==> config.mk <==
export PLATFORM = sky130hd
export DESIGN_NAME = base32_stream_decoder
export DESIGN_NICKNAME = d
export VERILOG_FILES = /design/src/hw/rtl/b32d_pkg.sv /design/src/hw/rtl/b32d_front.sv /design/src/hw/rtl/b32d_queue.sv /design/src/hw/rtl/b32d_back.sv /design/src/hw/rtl/base32_stream_decoder.sv
export SDC_FILE = /design/constraint.sdc
export NUM_CORES = 1
export LEC_CHECK = 0
export BUFFER_PORTS_ARGS = -buffer_cell sky130_fd_sc_hd__buf_4
export CAP_MARGIN = 25
export CORE_MARGIN = 2
export CORE_UTILIZATION = 61
export DETAILED_ROUTE_END_ITERATION = 10
export GPL_ROUTABILITY_DRIVEN = 0
export GPL_TIMING_DRIVEN = 0
export PLACE_DENSITY = 0.8
export SETUP_SLACK_MARGIN = 0.02
export SYNTH_ARGS = -nofsm -noshare
export SYNTH_HDL_FRONTEND = slang
export SYNTH_SLANG_ARGS = --single-unit
==> constraint.sdc <==
create_clock -name i_clk -period 3.39 [get_ports i_clk]
set_input_delay 0.1695 -clock i_clk [delete_from_list [all_inputs] [get_ports i_clk]]
set_output_delay 0.1695 -clock i_clk [all_outputs]
set_load 0.02 [all_outputs]
==> src/hw/rtl/b32d_pkg.sv <==
`timescale 1ns / 1ps
// ----------------------------------------------------------------------------
// b32d_pkg
// shared types, constants and the symbol map of the base32 decoder
// ----------------------------------------------------------------------------
package b32d_pkg;

    localparam int QUEUE_DEPTH = 4;

    localparam logic [7:0] CHAR_EQ = 8'h3D;
    localparam logic [7:0] CHAR_LF = 8'h0A;
    localparam logic [7:0] CHAR_CR = 8'h0D;
    localparam logic [7:0] CHAR_SP = 8'h20;
    localparam logic [7:0] CHAR_UA = 8'h41;
    localparam logic [7:0] CHAR_UZ = 8'h5A;
    localparam logic [7:0] CHAR_LA = 8'h61;
    localparam logic [7:0] CHAR_LZ = 8'h7A;
    localparam logic [7:0] CHAR_D2 = 8'h32;
    localparam logic [7:0] CHAR_D7 = 8'h37;
    localparam logic [7:0] DIGIT_BASE = 8'd26;

    typedef enum logic [1:0] {
        KIND_DATA = 2'd0,
        KIND_OK   = 2'd1,
        KIND_ERR  = 2'd2
    } t_kind;

    // one request's worth of work for the back part
    typedef struct packed {
        logic       has_byte;
        logic [7:0] data;
        logic       has_status;
        logic       bad;
    } t_rec;

    // symbol map: bit 5 is valid, bits 4:0 the 5-bit value
    function automatic logic [5:0] map_symbol(input logic [7:0] c);
        logic [7:0] d;
        begin
            d = 8'd0;
            if (c >= CHAR_UA && c <= CHAR_UZ) begin
                d = c - CHAR_UA;
                map_symbol = {1'b1, d[4:0]};
            end else if (c >= CHAR_LA && c <= CHAR_LZ) begin
                d = c - CHAR_LA;
                map_symbol = {1'b1, d[4:0]};
            end else if (c >= CHAR_D2 && c <= CHAR_D7) begin
                d = c - CHAR_D2 + DIGIT_BASE;
                map_symbol = {1'b1, d[4:0]};
            end else begin
                map_symbol = 6'd0;
            end
        end
    endfunction

    function automatic logic is_trailer(input logic [7:0] c);
        is_trailer = (c == CHAR_EQ) || (c == CHAR_LF) || (c == CHAR_CR) || (c == CHAR_SP);
    endfunction

endpackage

==> src/hw/rtl/b32d_front.sv <==
`timescale 1ns / 1ps
// ----------------------------------------------------------------------------
// b32d_front
// classifies each character, keeps the bit residue and builds a work record
// ----------------------------------------------------------------------------
module b32d_front (
    input  logic                i_clk,
    input  logic                i_rst_n,
    input  logic                i_accept,
    input  logic [7:0]          i_character,
    input  logic                i_has_char,
    input  logic                i_is_last,
    output b32d_pkg::t_rec      o_rec,
    output logic                o_rec_push
);

    logic [6:0]  r_res_bits, n_res_bits;
    logic [2:0]  r_res_cnt,  n_res_cnt;
    logic [2:0]  r_chars,    n_chars;
    logic        r_trailer,  n_trailer;
    logic        r_failed,   n_failed;

    logic [5:0]  sym;
    logic        trl;
    logic [11:0] acc;
    logic [3:0]  cnt;
    logic [11:0] shifted;

    assign sym = b32d_pkg::map_symbol(i_character);
    assign trl = b32d_pkg::is_trailer(i_character);
    assign acc = {r_res_bits, sym[4:0]};
    assign cnt = {1'b0, r_res_cnt} + 4'd5;
    assign shifted = acc >> cnt[2:0];

    always_comb begin
        n_res_bits = r_res_bits;
        n_res_cnt  = r_res_cnt;
        n_chars    = r_chars;
        n_trailer  = r_trailer;
        n_failed   = r_failed;
        o_rec      = '0;
        o_rec_push = 1'b0;
        if (i_accept) begin
            if (i_has_char) begin
                if (trl) begin
                    n_trailer = 1'b1;
                end else if (!sym[5] || r_trailer) begin
                    n_failed = 1'b1;
                end else if (!r_failed) begin
                    // a byte is due once eight bits have gathered
                    if (cnt[3]) begin
                        o_rec.has_byte = 1'b1;
                        o_rec.data     = shifted[7:0];
                    end
                    n_res_cnt  = cnt[2:0];
                    n_res_bits = acc[6:0] & ~(7'h7F << cnt[2:0]);
                    n_chars    = r_chars + 3'd1;
                end
            end
            if (i_is_last) begin
                o_rec.has_status = 1'b1;
                o_rec.bad = n_failed || (n_chars == 3'd1) || (n_chars == 3'd3)
                            || (n_chars == 3'd6) || (n_res_bits != 7'd0);
                n_res_bits = 7'd0;
                n_res_cnt  = 3'd0;
                n_chars    = 3'd0;
                n_trailer  = 1'b0;
                n_failed   = 1'b0;
            end
            o_rec_push = o_rec.has_byte || o_rec.has_status;
        end
    end

    always_ff @(posedge i_clk) begin
        if (!i_rst_n) begin
            r_res_bits <= 7'd0;
            r_res_cnt  <= 3'd0;
            r_chars    <= 3'd0;
            r_trailer  <= 1'b0;
            r_failed   <= 1'b0;
        end else begin
            r_res_bits <= n_res_bits;
            r_res_cnt  <= n_res_cnt;
            r_chars    <= n_chars;
            r_trailer  <= n_trailer;
            r_failed   <= n_failed;
        end
    end

endmodule

==> src/hw/rtl/b32d_queue.sv <==
`timescale 1ns / 1ps
// ----------------------------------------------------------------------------
// b32d_queue
// short record queue between the front and back parts
// ----------------------------------------------------------------------------
module b32d_queue #(
    parameter int P_DEPTH = b32d_pkg::QUEUE_DEPTH
) (
    input  logic           i_clk,
    input  logic           i_rst_n,
    input  logic           i_wr,
    input  b32d_pkg::t_rec i_rec,
    input  logic           i_rd,
    output b32d_pkg::t_rec o_rec,
    output logic           o_valid,
    output logic           o_full
);

    localparam int PW = (P_DEPTH > 1) ? $clog2(P_DEPTH) : 1;
    localparam int CW = $clog2(P_DEPTH + 1);

    b32d_pkg::t_rec r_mem [P_DEPTH];
    logic [PW-1:0]  r_wr_ptr, n_wr_ptr;
    logic [PW-1:0]  r_rd_ptr, n_rd_ptr;
    logic [CW-1:0]  r_count,  n_count;
    logic           wr_en, rd_en;

    assign o_full  = (r_count == CW'(P_DEPTH));
    assign o_valid = (r_count != '0);
    assign wr_en   = i_wr && !o_full;
    assign rd_en   = i_rd && o_valid;
    assign o_rec   = r_mem[r_rd_ptr];

    always_comb begin
        n_wr_ptr = r_wr_ptr;
        n_rd_ptr = r_rd_ptr;
        n_count  = r_count;
        if (wr_en) begin
            n_wr_ptr = (r_wr_ptr == PW'(P_DEPTH - 1)) ? '0 : r_wr_ptr + PW'(1);
        end
        if (rd_en) begin
            n_rd_ptr = (r_rd_ptr == PW'(P_DEPTH - 1)) ? '0 : r_rd_ptr + PW'(1);
        end
        case ({wr_en, rd_en})
            2'b10:   n_count = r_count + CW'(1);
            2'b01:   n_count = r_count - CW'(1);
            default: n_count = r_count;
        endcase
    end

    always_ff @(posedge i_clk) begin
        if (wr_en) begin
            r_mem[r_wr_ptr] <= i_rec;
        end
    end

    always_ff @(posedge i_clk) begin
        if (!i_rst_n) begin
            r_wr_ptr <= '0;
            r_rd_ptr <= '0;
            r_count  <= '0;
        end else begin
            r_wr_ptr <= n_wr_ptr;
            r_rd_ptr <= n_rd_ptr;
            r_count  <= n_count;
        end
    end

endmodule

==> src/hw/rtl/b32d_back.sv <==
`timescale 1ns / 1ps
// ----------------------------------------------------------------------------
// b32d_back
// expands records into results and holds the output register
// ----------------------------------------------------------------------------
module b32d_back (
    input  logic           i_clk,
    input  logic           i_rst_n,
    input  b32d_pkg::t_rec i_rec,
    input  logic           i_rec_valid,
    output logic           o_rec_pop,
    input  logic           i_pop,
    output logic           o_empty,
    output logic [1:0]     o_kind,
    output logic [7:0]     o_data_byte,
    output logic           o_final_res
);

    logic              r_valid, n_valid;
    logic              r_phase, n_phase;
    b32d_pkg::t_kind   r_kind,  n_kind;
    logic [7:0]        r_byte,  n_byte;
    logic              r_final, n_final;
    logic              load;

    assign load = i_rec_valid && (!r_valid || i_pop);

    always_comb begin
        n_valid   = r_valid && !i_pop;
        n_phase   = r_phase;
        n_kind    = r_kind;
        n_byte    = r_byte;
        n_final   = r_final;
        o_rec_pop = 1'b0;
        if (load) begin
            n_valid = 1'b1;
            if (!r_phase && i_rec.has_byte) begin
                n_kind    = b32d_pkg::KIND_DATA;
                n_byte    = i_rec.data;
                n_final   = 1'b0;
                o_rec_pop = !i_rec.has_status;
                n_phase   = i_rec.has_status;
            end else begin
                n_kind    = i_rec.bad ? b32d_pkg::KIND_ERR : b32d_pkg::KIND_OK;
                n_byte    = 8'd0;
                n_final   = 1'b1;
                o_rec_pop = 1'b1;
                n_phase   = 1'b0;
            end
        end
    end

    always_ff @(posedge i_clk) begin
        if (!i_rst_n) begin
            r_valid <= 1'b0;
            r_phase <= 1'b0;
        end else begin
            r_valid <= n_valid;
            r_phase <= n_phase;
        end
    end

    always_ff @(posedge i_clk) begin
        r_kind  <= n_kind;
        r_byte  <= n_byte;
        r_final <= n_final;
    end

    assign o_empty     = !r_valid;
    assign o_kind      = r_kind;
    assign o_data_byte = r_byte;
    assign o_final_res = r_final;

endmodule

==> src/hw/rtl/base32_stream_decoder.sv <==
`timescale 1ns / 1ps
// path: a request's record is written into the record queue, then loaded into the output register of the back part
// throughput: one character per cycle while the queue has room; results leave at one per cycle
//   while popped; a request with a data byte and a status emits them in turn and the queue absorbs the surplus
// reset: synchronous active-low i_rst_n empties the queue and output stage and returns
//   the decode state to the start of a stream
// ----------------------------------------------------------------------------
// base32_stream_decoder
// streaming base32 decoder with a decoupled front part, record queue and back part
// ----------------------------------------------------------------------------
module base32_stream_decoder #(
    parameter int P_QUEUE_DEPTH = b32d_pkg::QUEUE_DEPTH
) (
    input  logic       i_clk,
    input  logic       i_rst_n,
    // input request side
    input  logic       push,
    output logic       full,
    input  logic [7:0] i_character,
    input  logic       i_has_char,
    input  logic       i_is_last,
    // result side
    output logic       empty,
    input  logic       pop,
    output logic [1:0] o_kind,
    output logic [7:0] o_data_byte,
    output logic       o_final_res
);

    b32d_pkg::t_rec front_rec;
    b32d_pkg::t_rec head_rec;
    logic           front_push;
    logic           accept;
    logic           head_valid;
    logic           head_pop;

    // a request is taken whenever the record queue has room; the front part updates
    // its residue in the same cycle so characters can arrive every clock
    assign accept = push && !full;

    // front: symbol map, trailer tracking, residue shift and end-of-stream check
    b32d_front u_front (
        .i_clk       (i_clk),
        .i_rst_n     (i_rst_n),
        .i_accept    (accept),
        .i_character (i_character),
        .i_has_char  (i_has_char),
        .i_is_last   (i_is_last),
        .o_rec       (front_rec),
        .o_rec_push  (front_push)
    );

    // queue: holds records while the result side stalls; its full flag is the
    // input backpressure, so no record is ever dropped
    b32d_queue #(
        .P_DEPTH (P_QUEUE_DEPTH)
    ) u_queue (
        .i_clk   (i_clk),
        .i_rst_n (i_rst_n),
        .i_wr    (front_push),
        .i_rec   (front_rec),
        .i_rd    (head_pop),
        .o_rec   (head_rec),
        .o_valid (head_valid),
        .o_full  (full)
    );

    // back: turns each record into a data byte and/or a final status, in that order
    b32d_back u_back (
        .i_clk       (i_clk),
        .i_rst_n     (i_rst_n),
        .i_rec       (head_rec),
        .i_rec_valid (head_valid),
        .o_rec_pop   (head_pop),
        .i_pop       (pop),
        .o_empty     (empty),
        .o_kind      (o_kind),
        .o_data_byte (o_data_byte),
        .o_final_res (o_final_res)
    );

endmodule

# ---- Yosys cells after proc, flatten, opt, wreduce, memory -nomap -nowiden
# Memories as Yosys holds them, arrays and structs flattened. A register that Yosys moved wholly into a read port is not among the register bits.
# Index checks and enable logic that the tools add are counted.
dict set report word_totals {
  mem_bits_rw 44
  output_inout_bits 13
  in_bits 14
  memories 1
  reg_bits 35
  elab_cells 132
  mem_bits_ro 0
  latch_bits 0
}
# name depth width rd rd_ports_with_merged_regs wr line
set memory_table {}
lappend memory_table {u_queue.r_mem 4 11 1 1 1 b32d_queue.sv:22} ;# b32d_pkg::t_rec r_mem [P_DEPTH];
dict set report classes {
  n_lt_le_gt_ge 6
  bitwise_logic 2
  mux 51
  n_mul 0
  n_reduce_logical 32
  div_mod_pow 0
  add_sub_neg 10
  shift 2
  eq_ne 15
}
# cell n
set op_table {}
lappend op_table {{2-to-1 mux 9 bit} 6}
lappend op_table {{2-to-1 mux 7 bit} 6}
lappend op_table {{2-to-1 mux 3 bit} 11}
lappend op_table {{2-to-1 mux 6 bit} 3}
lappend op_table {{equality test 8 x 4 -> 1 bit (second input constant)} 2}
lappend op_table {{equality test 8 x 6 -> 1 bit (second input constant)} 2}
lappend op_table {{>= comparator 8 x 7 -> 1 bit (second input constant)} 2}
lappend op_table {{less-or-equal comparator 8 x 7 -> 1 bit (second input constant)} 2}
lappend op_table {{2-to-1 mux 1 bit} 16}
lappend op_table {{2-to-1 mux 2 bit} 7}
lappend op_table {{right shift 12 x 3 -> 8 bit} 1}
lappend op_table {{2-to-1 mux 11 bit} 1}
lappend op_table {{logical OR 1 bit} 10}
lappend op_table {{subtractor 5 x 1 -> 5 bit (second input constant)} 2}
lappend op_table {{logical AND 1 bit} 9}
lappend op_table {{>= comparator 8 x 6 -> 1 bit (second input constant)} 1}
lappend op_table {{less-or-equal comparator 8 x 6 -> 1 bit (second input constant)} 1}
lappend op_table {{AND 7 bit} 1}
lappend op_table {{NOT 7 bit} 1}
lappend op_table {{nonzero test 7 bit} 1}
lappend op_table {{left shift 7 x 3 -> 7 bit (first input constant)} 1}
lappend op_table {{adder 3 x 1 -> 3 bit (second input constant)} 2}
lappend op_table {{equality test 2 bit (second input constant)} 3}
lappend op_table {{equality test 3 bit (second input constant)} 2}
lappend op_table {{other kinds (15)} 25}

# ---- Longest topological paths before layout
dict set report logic_depth {
  word_depth 23
  depth_mapped 15
  mapped_depth_nobuf 14
}

# ---- Modules after synthesis
# Synthesis repeated with hierarchy kept, for this count alone.
dict set report hier_totals {
  hier_cells 354
  hier_area_um2 4281.6
}
# mod n_inst seq_area_each_um2 cells_per_inst area_per_inst_um2
set by_module_without_submodules {}
lappend by_module_without_submodules {b32d_queue 1 1501.4 113 2097.0}
lappend by_module_without_submodules {b32d_front 1 300.3 204 1655.3}
lappend by_module_without_submodules {b32d_back 1 370.4 36 515.5}
lappend by_module_without_submodules {base32_stream_decoder 1 0.0 1 13.8}

# ---- Worst setup path before layout
# No wires, ideal clock.
dict set report synth_timing {
  path_type {input to register}
  startpoint {in i_character[3]}
  endpoint {reg u_queue.r_count[2]}
  t_required_ps 3314
  path_slack_ps 377
  cell_stages 15
  n_path_buf 1
  setup_time_ps 76
  arrival_ps 2937
  cell_sequence {inv_1 -> ha_1 -> or4b_4 -> a211oi_4 -> a31oi_2 -> or4_1 -> buf_4 -> nand2_4 -> inv_1 -> ha_1 -> inv_1 -> fa_1 -> xor2_1 -> or3_1 -> a21boi_0}
}
dict set report synth_via {
  elab_chain_len 16
  elab_cells_between_ends 32
  classes_between {order compare (6); eq/ne (6); mux (9); reduce/logical (11)}
}
# element line
set synth_lines {}
lappend synth_lines {{start: declaration} base32_stream_decoder.sv:19} ;# input logic [7:0] i_character,
lappend synth_lines {{>= comparator 8 x 6 -> 1 bit / less-or-equal comparator 8 x 6 -> 1 bit (equally long branches)} b32d_pkg.sv:47} ;# end else if (c >= CHAR_D2 && c <= CHAR_D7) begin
lappend synth_lines {{logical AND 1 bit} b32d_pkg.sv:47}
lappend synth_lines {{2-to-1 mux 6 bit} b32d_pkg.sv:47}
lappend synth_lines {{2-to-1 mux 6 bit} b32d_pkg.sv:44} ;# end else if (c >= CHAR_LA && c <= CHAR_LZ) begin
lappend synth_lines {{2-to-1 mux 6 bit} b32d_pkg.sv:41} ;# if (c >= CHAR_UA && c <= CHAR_UZ) begin
lappend synth_lines {{logical NOT 1 bit} b32d_front.sv:47} ;# end else if (!sym[5] || r_trailer) begin
lappend synth_lines {{logical OR 1 bit} b32d_front.sv:47}
lappend synth_lines {{2-to-1 mux 9 bit} b32d_front.sv:47}
lappend synth_lines {{2-to-1 mux 9 bit *} b32d_front.sv:45} ;# if (trl) begin
lappend synth_lines {{2-to-1 mux 9 bit *} b32d_front.sv:44} ;# if (i_has_char) begin
lappend synth_lines {{2-to-1 mux 9 bit *} b32d_front.sv:43} ;# if (i_accept) begin
lappend synth_lines {{logical OR 1 bit *} b32d_front.sv:70} ;# o_rec_push = o_rec.has_byte || o_rec.has_status;
lappend synth_lines {{2-to-1 mux 1 bit *} b32d_front.sv:43}
lappend synth_lines {{logical AND 1 bit *} b32d_queue.sv:30} ;# assign wr_en = i_wr && !o_full;
lappend synth_lines {{equality test 2 x 1 -> 1 bit / equality test 2 bit (equally long branches)} b32d_queue.sv:44} ;# case ({wr_en, rd_en})
lappend synth_lines {{one-hot mux 3 bit (2 select lines) / nonzero test 2 bit (equally long branches)} --}
lappend synth_lines {{end signal: assignment} b32d_queue.sv:65} ;# r_count <= n_count;
lappend synth_lines {{end: declaration} b32d_queue.sv:25} ;# logic [CW-1:0] r_count, n_count;
# Every way passes the cells marked *; elsewhere a longest branch is shown, timed or not. The select of a mux whose other input is x is not followed.
# A chain may end at the register's enable or synchronous reset.

# ---- Worst setup path after layout
# Ends and elaborated chain as after synthesis.

==> reports/metrics.cfg <==
[status]
status = completed

[sta]
grt_setup_unrepaired = no
setup_viol = 0
slew_violations = 0
finalHoldViolations = 0
clock_skew_ns = 0.00604
final.period_utilization_pct = 92.7
max_transition_margin_pct = 55.9
final_period_minus_worst_setup_slack_ns = 3.14
tightestPinTransition_ns = 0.657
max_clock_freq_mhz = 318
post_route_setup_tns_ns = 0

[detailed_routing]
drc_errors = 0
drt_first_iter_violations = 289
wl_per_cell_um = 17.1
route.antenna.remaining_nets = 0
routed_via_density = 6.14
route.final.wire_length_um = 8370
routed-via-count = 3002
first_pass_iters = 5

[global_route]
first_global_vias = 2802
grt_pass1_wl_um = 13600
maximum_number_of_pins_on_one_net_before_global_route_repair = 17
gr-usage-all-layers_pct = 23.3
grt_antenna_before_repair = 0
global_route.overflow_total = 0

[die]
die_h_um = 87.2
floorplan.die.width_um = 87.2
boundaryPins = 27
die_area_um2 = 7610
placementRows = 30
design.core.area_um2 = 6760
initial_utilization_pct = 62.6

[place]
place.port_buffers = 25
place.detailed.instances = 473
hpwl_um = 5900

[worst_setup_path]
worst-r2r-setup-slack_ns = 0.29
r2r-end = u_queue.r_mem[0][2]
crit_path_max_fanout = 9
startpoint_class = input port
critical-path-slowest-cell = sky130_fd_sc_hd__or4_1
critical_path.cell_chain = buf_4 > inv_1 > ha_1 > or4b_4 > a211oi_4 > a31oi_2 > or4_1 > buf_4 > nand2_4 > inv_1 > ha_1 > inv_1 > fa_1 > xor2_1 > or3_1 > a21boi_0
critical_path.max_stage_delay_ns = 0.58
r2r_cells = 8
worst_setup_path_end_kind = flop
worst-endpoint-required_ns = 3.67
criticalPathCategory = input port to flop
critical_path.most_common_cell = sky130_fd_sc_hd__inv_1
r2r-start = u_front.r_res_cnt[0]
arrival_ns = 3.42

[synth]
top_cell_types_by_occurrence_after_synthesis = sky130_fd_sc_hd__edfxtp_1, sky130_fd_sc_hd__nor2_1, sky130_fd_sc_hd__dfxtp_1
post-synth-top-count-cell = sky130_fd_sc_hd__edfxtp_1
netlist_top_cells_area = sky130_fd_sc_hd__edfxtp_1, sky130_fd_sc_hd__dfxtp_1, sky130_fd_sc_hd__mux4_2
netlist_area_um2 = 4230
ffs_latches_synth = 81
synth_top_cell_area_share_pct = 39.1
async_flop_share_pct = 0
synthCells = 367
synth.yosys.seq_area_share_pct = 51.4
syn-mean-instance-area_um2 = 11.5
synth.yosys.warnings = 0
postSynthNetCount = 399
post_synth_top_flop = sky130_fd_sc_hd__edfxtp_1
yosysTopAreaCell = sky130_fd_sc_hd__edfxtp_1
synth-edff-count = 55
unique_cell_type_count_in_the_yosys_netlist = 62

[hold_path]
min_path_cells = 2
hp-start = i_rst_n
worst_hold_path_type = input port to flop
min_delay_endpoint = u_front.r_res_bits[6]

[power]
p_seq_share_pct = 45.5
cellInternalPower_mw = 1.91
share_clk_of_total_power_pct = 26.7
ir_worst_vdd_mv = 0.360
pwr_density_cell_nw_per_um2 = 592
power.net_switching_mw = 0.891
power.leakage_nw = 1.74
swShare_pct = 31.8
power.combinational.fraction_pct = 27.8

[layout]
diodes = 0
layoutNonFillerInstCount = 489
share_of_cells_above_drive_strength_1_pct = 18.1
final_nets = 436
areaGrowthSynthToFinish_pct = 12.0

[clock_network]
tritoncts = done
clk_latency_ns = 0.35
clk_transition_reported_paths_ns = 0.08
cts_htree_levels = 3
post_cts_buffers = 0
cts_buffers = 9
cts_sink_cnt = 81
clockBufferDepth = 2
ctsRootBufferMaster = sky130_fd_sc_hd__clkbuf_8

[flow_run]
drv.max_cap_violation_count = 0

==> placed cells by master, fill, tap and decap left out, types with 2 or more instances in the layout <==
cell type	count
sky130_fd_sc_hd__clkbuf_2	2
sky130_fd_sc_hd__nor2_1	31
sky130_fd_sc_hd__nor4_1	5
sky130_fd_sc_hd__and3_1	2
sky130_fd_sc_hd__mux2i_1	12
sky130_fd_sc_hd__ha_1	17
sky130_fd_sc_hd__buf_2	3
sky130_fd_sc_hd__a21boi_0	6
sky130_fd_sc_hd__mux4_2	13
sky130_fd_sc_hd__nand2b_1	4
sky130_fd_sc_hd__clkbuf_1	9
sky130_fd_sc_hd__nor3_1	4
sky130_fd_sc_hd__xor2_1	2
sky130_fd_sc_hd__nand4_1	2
sky130_fd_sc_hd__nor3b_1	2
sky130_fd_sc_hd__inv_6	2
sky130_fd_sc_hd__nand2_1	17
sky130_fd_sc_hd__edfxtp_1	55
sky130_fd_sc_hd__a32oi_1	3
sky130_fd_sc_hd__nand3_1	6
sky130_fd_sc_hd__clkbuf_8	9
sky130_fd_sc_hd__a21oi_1	17
sky130_fd_sc_hd__dfxtp_1	26
sky130_fd_sc_hd__a22oi_1	7
sky130_fd_sc_hd__and2_1	11
sky130_fd_sc_hd__or3b_2	2
sky130_fd_sc_hd__clkinvlp_4	2
sky130_fd_sc_hd__buf_4	27
sky130_fd_sc_hd__a211oi_1	5
sky130_fd_sc_hd__a21boi_2	2
sky130_fd_sc_hd__nor2b_1	24
sky130_fd_sc_hd__o21ai_0	15
sky130_fd_sc_hd__inv_8	2
sky130_fd_sc_hd__a31oi_1	4
sky130_fd_sc_hd__mux2_2	2
sky130_fd_sc_hd__inv_1	22
sky130_fd_sc_hd__or3_1	4
==> final cells by class <==
type	instances	area [um^2]
Buffer	17	81.3
Clock buffer	9	124
Clock inverter	7	85.1
Fill cell	487	2020
Inverter	23	86.3
Multi-Input combinational cell	246	1890
Sequential cell	81	2170
Tap cell	80	100
Timing Repair Buffer	26	195
==> logic make-up (layout without fill, tap and decap cells) <==
family	Yosys count	count (layout)	synth area share (%)
AO/OA/AOI/OAI	76	76	12.5
XOR/XNOR	3	3	0.622
adder cells (fa/ha/maj)	18	18	5.51
buffers and inverters	40	82	3.91
flip-flops	81	81	51.4
multiplexers	27	27	10.3
AND/OR/NAND/NOR	122	122	15.8
==> metal layers <==
layer  GRT usage (%)  share of wire (%)  vias to the layer above
met2            37.9                 49                      130
met3            4.64                6.1                       14
met4            6.43                1.5                        0
met5               0                  0                        -
met1            32.0                 43                     1427
li1                -                  -                     1431
==> how the worst max path moves through the flow <==
stage	from	to	slack, ns
2_1_floorplan	i_character[3]	u_queue.r_count[2]	0.38
3_3_place_gp	i_character[3]	u_queue.r_count[2]	-0.04
3_5_place_dp	i_character[3]	u_queue.r_count[2]	-0.13
4_1_cts	u_front.r_res_cnt[0]	u_queue.r_mem[3][2]	0.11
5_1_grt	u_front.r_res_cnt[0]	u_queue.r_mem[2][2]	0.08
6_report	i_character[3]	u_queue.r_count[2]	0.25
==> repair_timing <==
action,in CTS,in global routing
gates resized for setup,1,2
setup endpoints to repair,4,16
hold buffers,0,0
endpoints found under the hold margin,0,0
==> worst max-delay path, delay by kind of cell <==
family | cells | cell delay [ns]
AOI/OAI and AO/OA | 3 | 0.59
and+or+nand+nor | 4 | 1.47
buffers and inverters | 5 | 0.57
adders and majority gates | 3 | 0.55
xor gates and xnor gates | 1 | 0.07
==> metrics by stage <==
step / hold slack, ns / total power, mW / util [%] / instance area (um^2) / setup slack (ns)
finish: 0.0902 / 2.80 / 70.1 / 4730 / 0.246
CTS: 0.0820 / 2.82 / 70.0 / 4730 / 0.108
global route: 0.0996 / 2.93 / 70.1 / 4730 / 0.0782
floorplan: 0.319 / 1.82 / - / 4230 / 0.377
global placement: 0.432 / 2.04 / 66.8 / 4510 / -0.0422
detailed placement: 0.451 / 2.08 / 66.9 / 4520 / -0.129
==> sequential cells by signal, summed over array words and instances (netlist names), named ones only <==
| signal | cells |
|---|---|
| u_queue.r_mem | 44 |
| u_back.o_data_byte | 8 |
| u_front.r_res_bits | 7 |
| u_front.r_chars | 3 |
| u_front.r_res_cnt | 3 |
| u_queue.r_count | 3 |
| u_back.o_kind | 2 |
| u_queue.r_rd_ptr | 2 |
| u_queue.r_wr_ptr | 2 |
| u_back.o_final_res | 1 |
| u_back.r_phase | 1 |
| u_back.r_valid | 1 |
| u_front.r_failed | 1 |
| u_front.r_trailer | 1 |
==> power groups by stage <==
| stage | combinational (mW) | sequential, mW | clock, mW |
|---|---|---|---|
| 6_report | 0.779 | 1.27 | 0.747 |
| 5_1_grt | 0.855 | 1.29 | 0.789 |
| 4_1_cts | 0.787 | 1.28 | 0.752 |
| 3_5_place_dp | 0.784 | 1.30 | 0 |
| 3_3_place_gp | 0.745 | 1.29 | 0 |
| 2_1_floorplan | 0.439 | 1.38 | 0 |
No activity file was read; power rests on OpenSTA's default activity.
